<file path="config.mk">
export PLATFORM = sky130hd
export DESIGN_NAME = query_parameter_extractor
export DESIGN_NICKNAME = d
export VERILOG_FILES = /design/src/sv/qpe_pkg.sv /design/src/sv/qpe_ram.sv /design/src/sv/query_parameter_extractor.sv
export SDC_FILE = /design/constraint.sdc
export NUM_CORES = 1
export LEC_CHECK = 0
export BUFFER_PORTS_ARGS = -buffer_cell sky130_fd_sc_hd__buf_2
export CAP_MARGIN = 25
export CORE_AREA = 2 2 250 252
export CTS_CLUSTER_SIZE = 8
export DETAILED_ROUTE_END_ITERATION = 12
export DIE_AREA = 0 0 252 254
export PLACE_DENSITY = 0.74
export SETUP_SLACK_MARGIN = 0.02
export SYNTH_ARGS = -nofsm -noshare
export SYNTH_HDL_FRONTEND = slang
export SYNTH_HIERARCHICAL = 1
export SYNTH_SLANG_ARGS = --single-unit
export TNS_END_PERCENT = 50
</file>
<file path="constraint.sdc">
create_clock -name clk -period 3.1 [get_ports clk]
set_input_delay 0.31 -clock clk [delete_from_list [all_inputs] [get_ports clk]]
set_output_delay 0.31 -clock clk [all_outputs]
set_load 0.02 [all_outputs]
</file>
<file path="src/sv/qpe_pkg.sv">
package qpe_pkg;

	// Default size of the value buffer, in raw bytes.
	localparam int VALUE_DEPTH_DEF = 64;

	// Longest key name that the matcher compares.
	localparam logic [3:0] KEY_BYTES = 4'd8;

	// Key position saturates here.
	localparam logic [3:0] KEY_POS_MAX = 4'd15;

	localparam logic [7:0] CH_QUEST = 8'h3F;
	localparam logic [7:0] CH_AMP   = 8'h26;
	localparam logic [7:0] CH_EQ    = 8'h3D;
	localparam logic [7:0] CH_PLUS  = 8'h2B;
	localparam logic [7:0] CH_PCT   = 8'h25;
	localparam logic [7:0] CH_SPACE = 8'h20;
	localparam logic [7:0] CH_ONE   = 8'h31;

	// Register map, indexed by address bit 3.
	localparam logic REG_TARGET_KEY = 1'b0;
	localparam logic REG_KEY_LENGTH = 1'b1;

	// Returns {is_hex, nibble}.
	function automatic logic [4:0] hex_decode(input logic [7:0] c);
		logic [4:0] r;
		r = 5'd0;
		if (c >= 8'h30 && c <= 8'h39) begin
			r = {1'b1, 4'(c - 8'h30)};
		end else if (c >= 8'h61 && c <= 8'h66) begin
			r = {1'b1, 4'(c - 8'h57)};
		end else if (c >= 8'h41 && c <= 8'h46) begin
			r = {1'b1, 4'(c - 8'h37)};
		end
		return r;
	endfunction

endpackage

</file>
<file path="src/sv/qpe_ram.sv">
module qpe_ram #(
	parameter int WIDTH = 8,
	parameter int DEPTH = 64
) (
	input  logic                     clk,
	input  logic                     we,
	input  logic [$clog2(DEPTH)-1:0] waddr,
	input  logic [WIDTH-1:0]         wdata,
	input  logic [$clog2(DEPTH)-1:0] raddr,
	output logic [WIDTH-1:0]         rdata
);

	logic [WIDTH-1:0] mem_q [DEPTH];

	always_ff @(posedge clk) begin
		if (we) begin
			mem_q[waddr] <= wdata;
		end
		rdata <= mem_q[raddr];
	end

endmodule

</file>
<file path="src/sv/query_parameter_extractor.sv">
// Scans a URL query string one byte per request and returns the value of the parameter
// whose name equals target_key (key_length bytes, first byte in bits 7..0). '?' restarts
// the parse, '&' closes a parameter and '=' starts or restarts its value. The value is
// percent-decoded ('+' is a space, '%' takes up to two hex digits) and delivered one byte
// per result with last_byte set on the final one; an empty value gives '1', and a string
// that ends without a match gives one result with found low. Raw value bytes sit in a
// VALUE_DEPTH-byte buffer; extra bytes are dropped and truncated is set. Delivering a
// value walks the buffer through its registered read port: fetch, look and output per
// byte, an escape also fetching and looking at each digit; out_stall holds the output.
// Not-found and empty-value results go straight to output. Input is stalled while results
// are being produced. Write registers only while the block is idle.
module query_parameter_extractor
	import qpe_pkg::*;
#(
	parameter int VALUE_DEPTH = VALUE_DEPTH_DEF
) (
	input  logic        clk,
	input  logic        arst_n,

	input  logic        psel,
	input  logic        penable,
	input  logic        pwrite,
	input  logic [3:0]  paddr,
	input  logic [63:0] pwdata,
	output logic [63:0] prdata,
	output logic        pready,

	input  logic        in_valid,
	output logic        in_stall,
	input  logic [7:0]  in_byte,
	input  logic        end_of_string,

	output logic        out_valid,
	input  logic        out_stall,
	output logic [7:0]  out_byte,
	output logic        last_byte,
	output logic        found,
	output logic        truncated
);

	localparam int AW = $clog2(VALUE_DEPTH);
	localparam int CW = $clog2(VALUE_DEPTH + 1);
	localparam logic [CW-1:0] DEPTH_C = CW'(VALUE_DEPTH);

	typedef enum logic [1:0] {
		S_IDLE,
		S_FETCH,
		S_LOOK,
		S_OUT
	} state_t;

	state_t state_q;

	logic [63:0]   target_key_q;
	logic [3:0]    key_length_q;

	logic [3:0]    key_pos_q;
	logic          key_mis_q;
	logic          seen_eq_q;
	logic [CW-1:0] val_cnt_q;
	logic          val_ovf_q;
	logic          match_done_q;

	logic [CW-1:0] em_cnt_q;
	logic [CW-1:0] ptr_q;
	logic          pct_q;
	logic          digit_idx_q;
	logic          digits_ok_q;
	logic [7:0]    acc_q;

	// Next parse state after the current request, before the end-of-string clear.
	logic [3:0]    p_key_pos;
	logic          p_key_mis;
	logic          p_seen_eq;
	logic [CW-1:0] p_val_cnt;
	logic          p_val_ovf;
	logic          amp_hit;
	logic          end_test;
	logic          end_match;
	logic          wr_en;

	logic [3:0]    eff_len;
	logic [5:0]    key_sel;
	logic [7:0]    key_byte;
	logic          in_acc;
	logic          cfg_wr;

	logic [7:0]    rdata;
	logic [CW-1:0] nxt_ptr;
	logic          at_end;
	logic [4:0]    hv;
	logic          dig_ok;
	logic [7:0]    acc_n;

	qpe_ram #(
		.WIDTH (8),
		.DEPTH (VALUE_DEPTH)
	) u_value_ram (
		.clk   (clk),
		.we    (wr_en),
		.waddr (val_cnt_q[AW-1:0]),
		.wdata (in_byte),
		.raddr (ptr_q[AW-1:0]),
		.rdata (rdata)
	);

	assign pready    = 1'b1;
	assign cfg_wr    = psel & penable & pwrite;
	assign prdata    = (paddr[3] == REG_KEY_LENGTH) ? {60'd0, key_length_q} : target_key_q;
	assign in_stall  = (state_q != S_IDLE);
	assign in_acc    = in_valid & ~in_stall;
	assign out_valid = (state_q == S_OUT);

	assign eff_len  = (key_length_q > KEY_BYTES) ? KEY_BYTES : key_length_q;
	assign key_sel  = {key_pos_q[2:0], 3'b000};
	assign key_byte = target_key_q[key_sel +: 8];

	assign nxt_ptr = ptr_q + CW'(1);
	assign at_end  = (nxt_ptr >= em_cnt_q);
	assign hv      = hex_decode(rdata);
	assign dig_ok  = digits_ok_q & hv[4];
	assign acc_n   = dig_ok ? {acc_q[3:0], hv[3:0]} : acc_q;

	always_comb begin
		p_key_pos = key_pos_q;
		p_key_mis = key_mis_q;
		p_seen_eq = seen_eq_q;
		p_val_cnt = val_cnt_q;
		p_val_ovf = val_ovf_q;
		amp_hit   = 1'b0;
		wr_en     = 1'b0;
		if (in_acc && !match_done_q) begin
			priority if (in_byte == CH_QUEST) begin
				p_key_pos = '0;
				p_key_mis = 1'b0;
				p_seen_eq = 1'b0;
				p_val_cnt = '0;
				p_val_ovf = 1'b0;
			end else if (in_byte == CH_AMP) begin
				amp_hit   = (key_pos_q != 4'd0) && !key_mis_q && (key_pos_q == eff_len);
				p_key_pos = '0;
				p_key_mis = 1'b0;
				p_seen_eq = 1'b0;
				p_val_cnt = '0;
				p_val_ovf = 1'b0;
			end else if (in_byte == CH_EQ) begin
				p_seen_eq = 1'b1;
				p_val_cnt = '0;
				p_val_ovf = 1'b0;
			end else if (seen_eq_q) begin
				if (val_cnt_q < DEPTH_C) begin
					wr_en     = 1'b1;
					p_val_cnt = val_cnt_q + CW'(1);
				end else begin
					p_val_ovf = 1'b1;
				end
			end else begin
				if (!key_mis_q) begin
					if (key_pos_q >= eff_len || key_byte != in_byte) begin
						p_key_mis = 1'b1;
					end
				end
				if (key_pos_q != KEY_POS_MAX) begin
					p_key_pos = key_pos_q + 4'd1;
				end
			end
		end
		end_test  = end_of_string && !match_done_q && !amp_hit;
		end_match = !p_key_mis && (p_key_pos == eff_len);
	end

	always_ff @(posedge clk or negedge arst_n) begin
		if (!arst_n) begin
			state_q      <= S_IDLE;
			target_key_q <= '0;
			key_length_q <= '0;
			key_pos_q    <= '0;
			key_mis_q    <= 1'b0;
			seen_eq_q    <= 1'b0;
			val_cnt_q    <= '0;
			val_ovf_q    <= 1'b0;
			match_done_q <= 1'b0;
			em_cnt_q     <= '0;
			ptr_q        <= '0;
			pct_q        <= 1'b0;
			digit_idx_q  <= 1'b0;
			digits_ok_q  <= 1'b0;
			acc_q        <= '0;
			out_byte     <= '0;
			last_byte    <= 1'b0;
			found        <= 1'b0;
			truncated    <= 1'b0;
		end else begin
			if (cfg_wr) begin
				unique case (paddr[3])
					REG_TARGET_KEY: target_key_q <= pwdata;
					REG_KEY_LENGTH: key_length_q <= pwdata[3:0];
					default: ;
				endcase
			end

			unique case (state_q)
				S_IDLE: begin
					if (in_acc) begin
						if (end_of_string) begin
							key_pos_q    <= '0;
							key_mis_q    <= 1'b0;
							seen_eq_q    <= 1'b0;
							val_cnt_q    <= '0;
							val_ovf_q    <= 1'b0;
							match_done_q <= 1'b0;
						end else begin
							key_pos_q    <= p_key_pos;
							key_mis_q    <= p_key_mis;
							seen_eq_q    <= p_seen_eq;
							val_cnt_q    <= p_val_cnt;
							val_ovf_q    <= p_val_ovf;
							match_done_q <= match_done_q | amp_hit;
						end

						if (amp_hit || (end_test && end_match)) begin
							// The '&' path reports the value as it stood before the clear.
							if (amp_hit) begin
								em_cnt_q <= val_cnt_q;
							end else begin
								em_cnt_q <= p_val_cnt;
							end
							ptr_q <= '0;
							pct_q <= 1'b0;
							found <= 1'b1;
							if ((amp_hit ? val_cnt_q : p_val_cnt) == '0) begin
								out_byte  <= CH_ONE;
								last_byte <= 1'b1;
								truncated <= amp_hit ? val_ovf_q : p_val_ovf;
								state_q   <= S_OUT;
							end else begin
								truncated <= amp_hit ? val_ovf_q : p_val_ovf;
								state_q   <= S_FETCH;
							end
						end else if (end_test) begin
							out_byte  <= '0;
							last_byte <= 1'b1;
							found     <= 1'b0;
							truncated <= 1'b0;
							state_q   <= S_OUT;
						end
					end
				end

				S_FETCH: begin
					state_q <= S_LOOK;
				end

				S_LOOK: begin
					ptr_q <= nxt_ptr;
					if (!pct_q) begin
						if (rdata == CH_PCT && !at_end) begin
							pct_q       <= 1'b1;
							digit_idx_q <= 1'b0;
							digits_ok_q <= 1'b1;
							acc_q       <= '0;
							state_q     <= S_FETCH;
						end else begin
							priority if (rdata == CH_PCT) begin
								out_byte <= '0;
							end else if (rdata == CH_PLUS) begin
								out_byte <= CH_SPACE;
							end else begin
								out_byte <= rdata;
							end
							last_byte <= at_end;
							state_q   <= S_OUT;
						end
					end else begin
						acc_q       <= acc_n;
						digits_ok_q <= dig_ok;
						if (digit_idx_q || at_end) begin
							out_byte  <= acc_n;
							last_byte <= at_end;
							pct_q     <= 1'b0;
							state_q   <= S_OUT;
						end else begin
							digit_idx_q <= 1'b1;
							state_q     <= S_FETCH;
						end
					end
				end

				S_OUT: begin
					if (!out_stall) begin
						state_q <= last_byte ? S_IDLE : S_FETCH;
					end
				end

				default: state_q <= S_IDLE;
			endcase
		end
	end

endmodule

</file>
==> results.txt <==
Clock Latency Late Sink: 0.65 ns
Post-layout instance count excluding filler cells: 2882
Tcrit/Tclk final: 1.06
Met1 usage: 0.276
GRT Total Usage: 0.215
Syn Nets: 1760
Maximum root-to-sink buffer count: 3
CTS sink cnt: 641
Initial core utilization: 0.447
Die height: 254 µm
CP arrival: 3.77 ns
Final setup fails: 21
CTS tree: yes
# H-tree levels: 3
Vias in the first global route: 17.0k
EDFF count, synth: 512
Sequential cell area: 0.0186 mm²
Nets: 2143
CP required: 3.60 ns
Power per cell area: 814 mW/mm²
Critical path startpoint: state_q[1]
First-pass GRT wire length: 104000 µm
Drt wl/cell: 23.9 µm
#FFs+latches synth: 641
Tmin final: 3.27 ns
TNS Setup: -1.76 ns
Total CTS buffers: 90
GRT busiest layer: met2
GR Util met2: 0.361
Via/cell ratio: 5.83
Predominant post-synthesis flop cell: edfxtp_1
Cell count after synthesis: 1658
Crit. End Element: register
Post-DRT Antenna Nets: 0
I/O Buffers: 157
Post-DP HPWL: 43100 µm
Max-slew violation count: 0
Fillers: 4652
Placer Congestion: 0.879
Layout cells sized above 1: 0.339
Crit Path Category: reg2reg
GRT overflow: 0
Unrepaired setup endpoints after global routing: true
Final WS setup: -0.172 ns
Placed Cells: 2658
Maximum vdd drop: 0.000581 V
Area Growth Syn to Fin: 22.3%
Die area: 0.0640 mm²
Post-synth top area cell: edfxtp_1
Max capacitance violation total: 0
Synth async-reset ratio: 0.189
Layout Skew: 0.0410 ns
Largest net degree at the start of global routing: 73
Sequential area share after synthesis: 0.679
Final Hold Fails: 0
Most frequent cell after synthesis: edfxtp_1
Row count: 91
Worst Setup Start Kind: register
Top cells by count, synth: 512 x edfxtp_1, 136 x mux4_2, 124 x nor2_1
Clk root buf: clkbuf_16
DRC: 0
WL final: 68900 µm
F_max: 0.306 GHz
Yosys top cell area share: 0.562
Yosys warns: 6
Area of the multi-input gates: 0.00841 mm²
GRT met3 Usage: 0.0428
Failing checks: negative setup slack
First drt pass iteration count: 5
DR vias: 16.8k
Synthesized area: 0.0274 mm²
Slew @ Worst Pin: 0.850 ns
Setup crit end: out_byte[5]
Antenna violations before repair: 1
CTS clk-pin slew, worst paths: 0.06 ns
Pre-CTS setup slack: -0.218 ns
Area contributors post-synth: edfxtp_1 56%, mux4_2 11%, dfrtp_1 11%
Hold Crit Class: in2reg
Final Power: 27.2 mW
Io pins: 162
Distinct cells, synth: 78
DRT iter0 DRCs: 1624
Worst reg2reg endpoint: out_byte[5]
Flop2flop setup slack: -0.17 ns
Worst-path maximum fanout: 5
Syn_area_per_cell: 16.5 µm²
Core ar.: 0.0613 mm²
P_leak: 12.0 nW
Reg-to-Reg Start: state_q[1]
Util after Layout: 0.546
FF-to-FF path depth: 12
Die width: 252 µm
Hold_sp: in_byte[1]
Slew headroom: 0.426
Outcome: finished, violations left
## placed cells by master (no fill, tap or decap), types with 43 or more instances in the layout
cell type	count
clkbuf_1	43
dlygate4sd3_1	67
buf_4	148
nor2_1	99
edfxtp_1	512
mux4_2	136
nor2b_1	80
dfrtp_1	116
mux2_2	75
nand2_1	70
buf_2	156
clkbuf_16	92
## worst min-delay path by stage
stage	end	slack (ns)	cells after the start
floorplan	acc_q[0]	0.01	0
global placement	out_byte[7]	0.34	1
detailed placement	acc_q[6]	0.35	1
CTS	u_value_ram/mem_q[60][1]	0.20	2
global route	u_value_ram/mem_q[60][1]	0.23	2
finish	u_value_ram/mem_q[60][1]	0.22	2
## metrics by stage
stage	hold slack, ns	cell area [µm²]
5_1_grt	0.225	33500
4_1_cts	0.198	33200
3_3_place_gp	0.341	29900
2_1_floorplan	0.0144	27400
6_report	0.224	33500
3_5_place_dp	0.351	29900
## logic make-up after synthesis
kind of cell	count (synthesis)	share of synthesized area
buffers and inverters	122	0.0215
multiplexers	254	0.159
AND/OR/NAND/NOR	394	0.0726
adder cells (fa/ha/maj)	18	0.00823
flip-flops	641	0.679
AO/OA/AOI/OAI	212	0.0547
XOR/XNOR	16	0.00512
other	1	0.000137
## worst max-delay path: stages, from the launching register on
cell       delay [ns]
dfrtp_1          0.38
or4b_4           0.61
a2111oi_4        0.32
mux2i_2          0.28
buf_4            0.15
mux2_4           0.31
a211oi_4         0.23
o31ai_4          0.13
buf_4            0.15
buf_4            0.12
nor2_1           0.13
nor2_1           0.07
mux2_4           0.27
## final cells by class
type                       instances  area share
sequential                       641       0.555
multi-input combinational        895       0.251
timing repair buffer             388      0.0839
clock buffer                     135      0.0736
tap                              790      0.0295
clock inverter                     7     0.00370
inverter                          25     0.00280
antenna                            1   0.0000748
## power by group
group / switching (mW) / leakage (nW) / internal (mW)
Combinational: 4.27 / 4.59 / 3.68
Clock: 3.55 / 1.23 / 5.43
Sequential: 0.501 / 6.16 / 9.80
## sequential cells by signal (all words and copies together) (netlist names), 2 cells and up
register,cells
u_value_ram/mem_q,512
out_byte,8
state_q,2
key_pos_q,4
val_cnt_q,7
u_value_ram/rdata,8
key_length_q,4
ptr_q,7
em_cnt_q,7
acc_q,8
target_key_q,64
## routing by layer
metal | routed length, µm | vias to the layer above
met4 | 2140 | 0
li1 | - | 7261
met1 | 26200 | 8549
met5 | 0 | -
met2 | 34900 | 855
met3 | 5570 | 138
## repair_timing
action,CTS,global route
hold buffers,67,0
gates resized for setup,13,65
endpoints found under the hold margin,114,0
pin swaps,1,10
setup buffers,5,7
gates cloned,1,1
setup endpoints to repair,36,203
Note: power is estimated with default switching activity, not from simulation.
